<file path="config.mk">
export PLATFORM = sky130hd
export DESIGN_NAME = utf8_to_ucs2_stream_decoder_top
export DESIGN_NICKNAME = d
export VERILOG_FILES = /design/src/hw/rtl/u2s_pkg.sv /design/src/hw/rtl/utf8_to_ucs2_stream_decoder_top.sv /design/src/hw/rtl/u2s_front.sv /design/src/hw/rtl/u2s_fifo.sv /design/src/hw/rtl/u2s_back.sv
export SDC_FILE = /design/constraint.sdc
export NUM_CORES = 1
export LEC_CHECK = 0
export ABC_AREA = 1
export BUFFER_PORTS_ARGS = -buffer_cell sky130_fd_sc_hd__buf_2
export CORE_MARGIN = 5
export CORE_UTILIZATION = 59
export CTS_BUF_LIST = sky130_fd_sc_hd__clkbuf_8
export DETAILED_ROUTE_END_ITERATION = 10
export GPL_TIMING_DRIVEN = 0
export PLACE_DENSITY = 0.88
export SYNTH_ARGS = -nofsm -noshare
export SYNTH_HDL_FRONTEND = slang
export SYNTH_SLANG_ARGS = --single-unit
export TNS_END_PERCENT = 100
</file>
<file path="constraint.sdc">
create_clock -name clk -period 3.2 [get_ports clk]
set_input_delay 0.16 -clock clk [delete_from_list [all_inputs] [get_ports clk]]
set_output_delay 0.16 -clock clk [all_outputs]
set_load 0.02 [all_outputs]
</file>
<file path="src/hw/rtl/u2s_pkg.sv">
// ----------------------------------------------------------------------------
// u2s_pkg
// Shared types and constants of the UTF-8 to UCS-2 stream decoder.
// ----------------------------------------------------------------------------
package u2s_pkg;

  localparam int unsigned FIFO_DEPTH = 4;
  localparam int unsigned FIFO_PTR_W = $clog2(FIFO_DEPTH);
  localparam int unsigned FIFO_CNT_W = $clog2(FIFO_DEPTH + 1);

  localparam logic [15:0] REPLACEMENT = 16'h003F;
  localparam logic [15:0] MAX_UNIT    = 16'hFFFF;

  localparam logic [2:0] SEQ_LEN_2 = 3'd2;
  localparam logic [2:0] SEQ_LEN_3 = 3'd3;
  localparam logic [2:0] SEQ_LEN_4 = 3'd4;

  // One decoded byte: one or two results.
  typedef struct packed {
    logic        two;
    logic [15:0] unit0;
    logic        bad0;
    logic [15:0] unit1;
    logic        bad1;
  } cmd_t;

endpackage

</file>
<file path="src/hw/rtl/utf8_to_ucs2_stream_decoder_top.sv">
// ----------------------------------------------------------------------------
// utf8_to_ucs2_stream_decoder_top
// Decodes a UTF-8 byte stream into 16-bit code units.
// ----------------------------------------------------------------------------
// Input side: a byte is transferred on a clock edge with push high and full
// low. Output side: the oldest result sits on code_unit, malformed and
// last_of_run while empty is low, and is transferred on an edge with pop high.
// A byte that completes no sequence yet produces no result; a byte that
// breaks an open sequence may produce two, the second marked last_of_run.
// A byte passes the command queue and the output register before it is shown.
// The input takes one byte every cycle while full is low, the output one
// result every cycle while pop is high, so only two-result bytes make the
// four-entry command queue fill, and full then holds the input off until the
// queue has room again. When the receiver stalls, results wait in the output
// register and the queue, and full rises once the queue is full. Synchronous
// reset empties the queue and output register and drops any open sequence.
// ----------------------------------------------------------------------------
module utf8_to_ucs2_stream_decoder_top
  import u2s_pkg::*;
(
  input  logic        clk,
  input  logic        rst,
  input  logic        push,
  output logic        full,
  input  logic [7:0]  in_byte,
  output logic        empty,
  input  logic        pop,
  output logic [15:0] code_unit,
  output logic        malformed,
  output logic        last_of_run
);

  logic accept;
  logic cmd_push;
  cmd_t cmd_in;
  cmd_t cmd_out;
  logic cmd_pop;
  logic cmd_empty;

  assign accept = push && !full;

  u2s_front u_front (
    .clk      (clk),
    .rst      (rst),
    .accept   (accept),
    .in_byte  (in_byte),
    .cmd_push (cmd_push),
    .cmd      (cmd_in)
  );

  u2s_fifo u_fifo (
    .clk     (clk),
    .rst     (rst),
    .wr_en   (cmd_push),
    .wr_data (cmd_in),
    .rd_en   (cmd_pop),
    .rd_data (cmd_out),
    .full    (full),
    .empty   (cmd_empty)
  );

  u2s_back u_back (
    .clk         (clk),
    .rst         (rst),
    .cmd_empty   (cmd_empty),
    .cmd         (cmd_out),
    .cmd_pop     (cmd_pop),
    .empty       (empty),
    .pop         (pop),
    .code_unit   (code_unit),
    .malformed   (malformed),
    .last_of_run (last_of_run)
  );

endmodule

</file>
<file path="src/hw/rtl/u2s_front.sv">
// ----------------------------------------------------------------------------
// u2s_front
// Accepts bytes, tracks the open sequence and emits one command per byte
// that produces results.
// ----------------------------------------------------------------------------
module u2s_front
  import u2s_pkg::*;
(
  input  logic       clk,
  input  logic       rst,
  input  logic       accept,
  input  logic [7:0] in_byte,
  output logic       cmd_push,
  output cmd_t       cmd
);

  logic [1:0] pending_count;
  logic [1:0] pending_count_next;
  logic [2:0] expected_length;
  logic [2:0] expected_length_next;
  logic [7:0] pending_bytes [3];

  logic        is_cont;
  logic [2:0]  held;
  logic        lead_valid;
  logic [15:0] lead_unit;
  logic        lead_bad;
  logic        lead_open;
  logic [2:0]  lead_len;
  logic        done_bad;
  logic [15:0] done_unit;
  logic        wr_lead;
  logic        wr_cont;

  assign is_cont = (in_byte[7:6] == 2'b10);
  assign held    = {1'b0, pending_count} + 3'd1;

  always_comb begin
    lead_valid = 1'b0;
    lead_unit  = REPLACEMENT;
    lead_bad   = 1'b0;
    lead_open  = 1'b0;
    lead_len   = SEQ_LEN_2;
    if (in_byte[7] == 1'b0) begin
      lead_valid = 1'b1;
      lead_unit  = {8'h00, in_byte};
    end else if (in_byte[7:5] == 3'b110) begin
      lead_open = 1'b1;
      lead_len  = SEQ_LEN_2;
    end else if (in_byte[7:4] == 4'b1110) begin
      lead_open = 1'b1;
      lead_len  = SEQ_LEN_3;
    end else if (in_byte[7:3] == 5'b11110) begin
      lead_open = 1'b1;
      lead_len  = SEQ_LEN_4;
    end else begin
      lead_valid = 1'b1;
      lead_bad   = 1'b1;
    end
  end

  always_comb begin
    done_bad  = 1'b0;
    done_unit = '0;
    case (expected_length)
      SEQ_LEN_2: done_unit = {5'd0, pending_bytes[0][4:0], in_byte[5:0]};
      SEQ_LEN_3: done_unit = {pending_bytes[0][3:0], pending_bytes[1][5:0], in_byte[5:0]};
      default: begin
        done_bad  = (pending_bytes[0][2:0] != 3'd0) || (pending_bytes[1][5:4] != 2'd0);
        done_unit = {pending_bytes[1][3:0], pending_bytes[2][5:0], in_byte[5:0]};
      end
    endcase
    if (done_bad || (done_unit > MAX_UNIT)) begin
      done_unit = REPLACEMENT;
    end
  end

  always_comb begin
    cmd                  = '0;
    cmd_push             = 1'b0;
    pending_count_next   = pending_count;
    expected_length_next = expected_length;
    wr_lead              = 1'b0;
    wr_cont              = 1'b0;
    if ((pending_count != 2'd0) && is_cont) begin
      if (held >= expected_length) begin
        cmd.unit0          = done_unit;
        cmd.bad0           = done_bad;
        cmd_push           = accept;
        pending_count_next = 2'd0;
      end else begin
        wr_cont            = accept;
        pending_count_next = held[1:0];
      end
    end else begin
      if (lead_open) begin
        wr_lead              = accept;
        expected_length_next = lead_len;
        pending_count_next   = 2'd1;
      end else begin
        pending_count_next = 2'd0;
      end
      if (pending_count != 2'd0) begin
        cmd.unit0 = REPLACEMENT;
        cmd.bad0  = 1'b1;
        cmd.two   = lead_valid;
        cmd.unit1 = lead_unit;
        cmd.bad1  = lead_bad;
        cmd_push  = accept;
      end else begin
        cmd.unit0 = lead_unit;
        cmd.bad0  = lead_bad;
        cmd_push  = accept && lead_valid;
      end
    end
  end

  always_ff @(posedge clk) begin
    if (rst) begin
      pending_count   <= 2'd0;
      expected_length <= 3'd0;
    end else if (accept) begin
      pending_count   <= pending_count_next;
      expected_length <= expected_length_next;
    end
  end

  always_ff @(posedge clk) begin
    if (wr_lead) begin
      pending_bytes[0] <= in_byte;
    end
    if (wr_cont && (pending_count != 2'd3)) begin
      pending_bytes[pending_count] <= in_byte;
    end
  end

`ifndef SYNTHESIS
  a_open_len: assert property (@(posedge clk) disable iff (rst)
    (pending_count != 2'd0) |-> ({1'b0, pending_count} < expected_length))
    else $error("Open sequence holds more bytes than its length.");

  a_open_range: assert property (@(posedge clk) disable iff (rst)
    (pending_count != 2'd0) |-> (expected_length >= SEQ_LEN_2 && expected_length <= SEQ_LEN_4))
    else $error("Open sequence has an invalid length.");
`endif

endmodule

</file>
<file path="src/hw/rtl/u2s_fifo.sv">
// ----------------------------------------------------------------------------
// u2s_fifo
// Short command queue between the front and back parts of the decoder.
// ----------------------------------------------------------------------------
module u2s_fifo
  import u2s_pkg::*;
(
  input  logic clk,
  input  logic rst,
  input  logic wr_en,
  input  cmd_t wr_data,
  input  logic rd_en,
  output cmd_t rd_data,
  output logic full,
  output logic empty
);

  cmd_t                  entries [FIFO_DEPTH];
  logic [FIFO_PTR_W-1:0] wr_ptr;
  logic [FIFO_PTR_W-1:0] rd_ptr;
  logic [FIFO_CNT_W-1:0] count;
  logic                  do_wr;
  logic                  do_rd;

  assign full    = (count == FIFO_CNT_W'(FIFO_DEPTH));
  assign empty   = (count == '0);
  assign do_wr   = wr_en && !full;
  assign do_rd   = rd_en && !empty;
  assign rd_data = entries[rd_ptr];

  always_ff @(posedge clk) begin
    if (rst) begin
      wr_ptr <= '0;
      rd_ptr <= '0;
      count  <= '0;
    end else begin
      if (do_wr) begin
        wr_ptr <= wr_ptr + FIFO_PTR_W'(1);
      end
      if (do_rd) begin
        rd_ptr <= rd_ptr + FIFO_PTR_W'(1);
      end
      if (do_wr && !do_rd) begin
        count <= count + FIFO_CNT_W'(1);
      end else if (do_rd && !do_wr) begin
        count <= count - FIFO_CNT_W'(1);
      end
    end
  end

  always_ff @(posedge clk) begin
    if (do_wr) begin
      entries[wr_ptr] <= wr_data;
    end
  end

`ifndef SYNTHESIS
  a_count_max: assert property (@(posedge clk) disable iff (rst)
    count <= FIFO_CNT_W'(FIFO_DEPTH))
    else $error("Command queue count exceeds its depth.");
`endif

endmodule

</file>
<file path="src/hw/rtl/u2s_back.sv">
// ----------------------------------------------------------------------------
// u2s_back
// Unpacks queued commands into single results behind an output register.
// ----------------------------------------------------------------------------
module u2s_back
  import u2s_pkg::*;
(
  input  logic        clk,
  input  logic        rst,
  input  logic        cmd_empty,
  input  cmd_t        cmd,
  output logic        cmd_pop,
  output logic        empty,
  input  logic        pop,
  output logic [15:0] code_unit,
  output logic        malformed,
  output logic        last_of_run
);

  logic        out_valid;
  logic        sec_valid;
  logic [15:0] sec_unit;
  logic        sec_bad;
  logic        slot_free;

  assign empty     = !out_valid;
  assign slot_free = !out_valid || pop;
  assign cmd_pop   = slot_free && !sec_valid && !cmd_empty;

  always_ff @(posedge clk) begin
    if (rst) begin
      out_valid <= 1'b0;
      sec_valid <= 1'b0;
    end else if (slot_free) begin
      if (sec_valid) begin
        out_valid <= 1'b1;
        sec_valid <= 1'b0;
      end else begin
        out_valid <= !cmd_empty;
        sec_valid <= !cmd_empty && cmd.two;
      end
    end
  end

  always_ff @(posedge clk) begin
    if (slot_free) begin
      if (sec_valid) begin
        code_unit   <= sec_unit;
        malformed   <= sec_bad;
        last_of_run <= 1'b1;
      end else begin
        code_unit   <= cmd.unit0;
        malformed   <= cmd.bad0;
        last_of_run <= !cmd.two;
        sec_unit    <= cmd.unit1;
        sec_bad     <= cmd.bad1;
      end
    end
  end

`ifndef SYNTHESIS
  a_sec_behind_out: assert property (@(posedge clk) disable iff (rst)
    sec_valid |-> out_valid)
    else $error("Second result held without a first result shown.");

  a_sec_then_last: assert property (@(posedge clk) disable iff (rst)
    (sec_valid && pop) |=> (out_valid && last_of_run))
    else $error("Second result of a byte is not marked as last.");

  a_no_pop_while_sec: assert property (@(posedge clk) disable iff (rst)
    sec_valid |-> !cmd_pop)
    else $error("Command taken while a second result is still held.");
`endif

endmodule

</file>
# Word level (Yosys, flattened, before mapping)
# Memory sizes are Yosys's and may differ from the RTL's. A register that Yosys moved wholly into a read port is not among the register bits.
# Cells that the tools add are included.
# op_classes
add_sub_neg	5
order_cmp	2
n_bitwise	2
muxes	51
n_reduce_logical	30
eq_ne	8
# ops
cell	count
17-bit 2-to-1 mux	2
16-bit 2-to-1 mux	2
8-bit 2-to-1 mux	4
16-bit one-hot mux with 2 select lines	1
1-bit 2-to-1 mux	30
3-bit 2-to-1 mux	6
16-bit > comparator (second input constant)	1
1-bit logical AND	11
2-bit 2-to-1 mux	5
8-bit OR reduction	1
1-bit zero test	7
7-bit 2-to-1 mux	1
3-bit by 2-bit == test with 1-bit output (second input constant)	2
3-bit == test (second input constant)	2
2-bit nonzero test	3
5-bit == test (second input constant)	1
2-bit by 1-bit adder with 2-bit output (second input constant)	2
4-bit == test (second input constant)	1
2-bit by 1-bit adder with 3-bit output (second input constant)	1
3-bit by 1-bit adder with 3-bit output (second input constant)	1
3-bit greater-or-equal comparator	1
3-bit zero test	1
1-bit logical OR	3
3-bit AND reduction	1
7 further kinds	8
# totals
reg_bits	49
elab_cells	112
out_inout_bits	20
ramBits	128
memories	2
# memory_table
name	words	word_bits	rd	rd_clocked_by_memory_dff	write_ports	line_no	rtl
u_fifo.entries	4	26	1	1	1	u2s_fifo.sv:18	cmd_t entries [FIFO_DEPTH];
u_front.pending_bytes	3	8	3	0	1	u2s_front.sv:21	logic [7:0] pending_bytes [3];

# Longest topological paths before layout
# logic_depth
depth_word	13
mapped_depth	15

# Hierarchy
# Synthesis repeated with hierarchy kept, for this count alone.
# hier_totals
cells_unflattened	692
area_unflattened_um2	8446.9
# by_module_without_submodules
mod	n_inst	area_per_inst_um2	cells_each	seq_area_each_um2
u2s_fifo	1	5666.7	408	4384.2
u2s_front	1	1403.8	177	610.6
u2s_back	1	1366.3	105	1091.0
utf8_to_ucs2_stream_decoder_top	1	10.0	2	0.0

# Worst setup path after synthesis
# No wires, ideal clock.
# synth_timing
path_type	register to register
start	register u_front.pending_count[0]
end	memory u_fifo.entries[0][0] (netlist name) (enable)
path_buffers	0
path_slack_ps	591
setup_ps	388
arrival_ps	2221
period_less_slack_ps	2609
path_stages_with_launch	10
path_cell_list	dfxtp_1 > inv_1 > ha_1 > ha_1 > nand3_1 > nand3_1 > nand2_2 > nand2_4 > inv_4 > nor2_2
# synth_via
elab_chain_len	7
# synth_lines
element	line_no	rtl
start, declared	u2s_front.sv:17	logic [1:0] pending_count;
start signal, assigned	u2s_front.sv:123	pending_count <= pending_count_next;
2-bit by 1-bit adder with 3-bit output	u2s_front.sv:36	assign held = {1'b0, pending_count} + 3'd1;
3-bit greater-or-equal comparator	u2s_front.sv:86	if (held >= expected_length) begin
1-bit 2-to-1 mux	u2s_front.sv:86	
1-bit 2-to-1 mux *	u2s_front.sv:85	if ((pending_count != 2'd0) && is_cont) begin
1-bit logical AND *	u2s_fifo.sv:27	assign do_wr = wr_en && !full;
net u_fifo.do_wr	u2s_fifo.sv:22	logic do_wr;
1-bit 2-to-1 mux *	u2s_fifo.sv:52	if (do_wr) begin
1-bit 2-to-1 mux (implied by the code) *	u2s_fifo.sv:53	entries[wr_ptr] <= wr_data;
end, declared	u2s_fifo.sv:18	
# Mark *: on every way through the listed nets, which the timed path passes. The rest lies on a longest branch.

# Final worst setup path
# layout_timing
start	register u_front.pending_count[0]
end	memory u_fifo.entries[0][30] (netlist name) (enable)
# Same word-level chain as after synthesis.

==> flow_metrics.tcl <==
set metrics [dict create \
    outcome "finished, final reports clean" \
    gp_congestion 0.888 \
    vias_per_cell 5.79 \
    synthesis.area_sq_mm 0.00672 \
    nets 643 \
    grt_max_degree 27 \
    synth_top_cell_by_area "edfxtp_1" \
    drtAntennaViolNets 0 \
    grtUsageMet1_pct 27.9 \
    reg2reg_from "u_front.pending_count[0]$_SDFFE_PP0N_" \
    arrival_ns 3.09 \
    layout-drive-gt1-share_pct 16.3 \
    core_sq_mm 0.0113 \
    clock_latency_ns 0.45 \
    cts_num_sinks 163 \
    finClkSkew_ns 0.0162 \
    final_common_cell "edfxtp_1" \
    cts_tree "done" \
    fillers 751 \
    tightest_slew_ns 0.876 \
    syn_area_per_cell_sq_um 11.9 \
    routedWlPerCell_microns 18.3 \
    instances_no_fill 776 \
    synthTopCellsByArea "edfxtp_1 66%, nor2_1 7.2%, o21ai_0 5.1%" \
    seq_area_sq_mm 0.00473 \
    drv_cap 0 \
    ir_drop_mv 0.474 \
    num_vias 4490 \
    die_x_microns 117 \
    drc 0 \
    finalCritPeriodShare_pct 91.5 \
    relSlewSlack_pct 41.5 \
    hp-class "in -> reg" \
    crit_path_end "u_fifo.entries[0][30]$_DFFE_PP_" \
    dp_hpwl_mm 9.37 \
    area_growth_pct 11.9 \
    synth_top_area_share_pct 65.7 \
    portBuffers 30 \
    gr-usage-met3_pct 5.85 \
    grt_first_pass_wirelength_mm 22.0 \
    yosysWarnings 0 \
    powerDensity_mw_per_mm2 782 \
    slew_viol_final 0 \
    ys_seq_area_share_pct 70.5 \
    num_rows 39 \
    grt.busiest_layer "met2" \
    grt_remaining_overflow 0 \
    dieArea_sq_mm 0.0136 \
    cp_max_fo 15 \
    drt_pre_antenna_iters 5 \
    gr-usage-all-layers_pct 22.1 \
    placed_cells 739 \
    final_cell_mix "147 x edfxtp_1, 129 x nor2_1, 68 x o21ai_0" \
    multi_input_area_sq_mm 0.00176 \
    cts_buffer_depth 2 \
    worstSetupStartpoint "u_front.pending_count[0]$_SDFFE_PP0N_" \
    rrSetupSlack_ns 0.27 \
    post_cts_buffers 0 \
    fin_crit_ns 2.93 \
    ys_types 30 \
    die_y_microns 117 \
    setup_viol 0 \
    numCtsBuffers 17 \
    netlist_instances 563 \
    start_util_pct 59.6 \
    final_core_util_pct 66.7 \
    ff2ff_path_depth 10 \
    antennaDiodeCount 0 \
    syn_nets 586 \
    path_clk_slew_ns 0.08 \
    worst_r2r_endpoint "u_fifo.entries[0][30]$_DFFE_PP_" \
    finalWirelength_mm 14.2 \
    htree_levels 4 \
    hold_viol 0 \
    crit_required_ns 3.36 \
    synth_seq_cells 163 \
    cts-root-buf "clkbuf_8" \
    final_area_sq_mm 0.00751 \
    grtUsageMet2_pct 36.5 \
    ios 32 \
    leakage_uw 0.00274 \
    antenna_found_initial 0 \
    dpl_cell_area_sq_mm 0.00711 \
    min_path_cells 4 \
    path_class "reg -> reg" \
    rsz0062_at_grt "false" \
    worst_setup_path_start_kind "flip-flop" \
    critPathCaptureType "flip-flop" \
    fmax_mhz 342 \
    drtIter0Drc 529 \
    first_global_vias 4331 \
]
worst min-delay path by stage:
stage / from / end / slack [ns]
3_5_place_dp: in_byte[2] / u_front.pending_bytes[2][2]$_DFFE_PP_ / 0.44
3_3_place_gp: in_byte[1] / u_front.pending_bytes[2][1]$_DFFE_PP_ / 0.43
6_report: pop / u_back.sec_valid$_SDFFE_PP0N_ / 0.04
4_1_cts: in_byte[3] / u_front.pending_bytes[2][3]$_DFFE_PP_ / 0.01
2_1_floorplan: rst / u_back.out_valid$_SDFFE_PP0N_ / 0.23
5_1_grt: in_byte[3] / u_front.pending_bytes[1][3]$_DFFE_PP_ / 0.02
logic make-up (layout without fill, tap and decap cells):
logic type,after synthesis,after routing,share of synthesized area (%)
fa+ha+maj,11,11,2.16
compound gates,127,127,10.1
flops,163,163,70.5
buf+inv,55,125,3.43
simple gates,206,206,13.7
xor+xnor,1,1,0.130
where the power goes:
group	internal [uW]	total (uW)	switching, uW
logic	508	1710	1200
registers	2760	2870	110
clock network	538	1290	757
total	3810	5880	2070
area by class of cell:
class | count | area share [%]
Buffer | 21 | 1.30
Clock buffer | 17 | 3.11
Clock inverter | 15 | 1.47
Inverter | 34 | 1.77
Multi-Input combinational cell | 345 | 23.4
Sequential cell | 163 | 63.0
Tap cell | 143 | 2.38
Timing Repair Buffer | 38 | 3.60
timing repair:
| action | 4_1_cts | 5_1_grt |
|---|---|---|
| setup endpoints to repair | 26 | 0 |
| hold buffers | 5 | 0 |
| endpoints found under the hold margin | 17 | 0 |
| resized for setup | 1 | 0 |
critical path, stage by stage, from the launching register on:
cell and delay [ns]:
dfxtp_1 0.43, inv_1 0.10, ha_1 0.33, ha_1 0.32
nand3_1 0.08, nand3_1 0.21, nand2_2 0.15, nand2_4 0.10
inv_4 0.05, nor2_2 0.61, buf_16 0.23
metrics by stage:
step                setup TNS [ns]  setup slack (ns)  hold WS, ns  total power [uW]
global route                     0             0.114       0.0245              6180
global placement                 0            0.0288        0.433              4490
floorplan                        0             0.591        0.229              4020
finish                           0             0.273       0.0381              5880
detailed placement           -1.72           -0.0683        0.442              4590
CTS                              0             0.278      0.00992              5870
layer usage:
| metal | share of wire, % | wire [microns] |
|---|---|---|
| met5 | 0 | 0 |
| met2 | 50 | 7070 |
| met1 | 38 | 5340 |
| met3 | 11 | 1510 |
| met4 | 2.0 | 286 |
synthesized netlist by cell type (all sizes together):
cell	n
a31oi	8
ha	10
a21boi	1
edfxtp	147
nand2	42
nor3	10
dfxtp	16
a22oi	6
nand4	1
nand3	14
a21oi	32
xor2	1
fa	1
clkbuf	11
buf	10
nor2	139
o22ai	10
inv	34
o21ai	70
sequential cells by signal (all words and copies together), names as in the netlist, 2 cells and up, named ones only:
signal and cells:
u_back.code_unit 16, u_back.sec_unit 7, u_fifo.count 3, u_fifo.entries 104, u_fifo.rd_ptr 2, u_fifo.wr_ptr 2, u_front.expected_length 3, u_front.pending_bytes 17
u_front.pending_count 2
(Power assumes the default switching activity.)
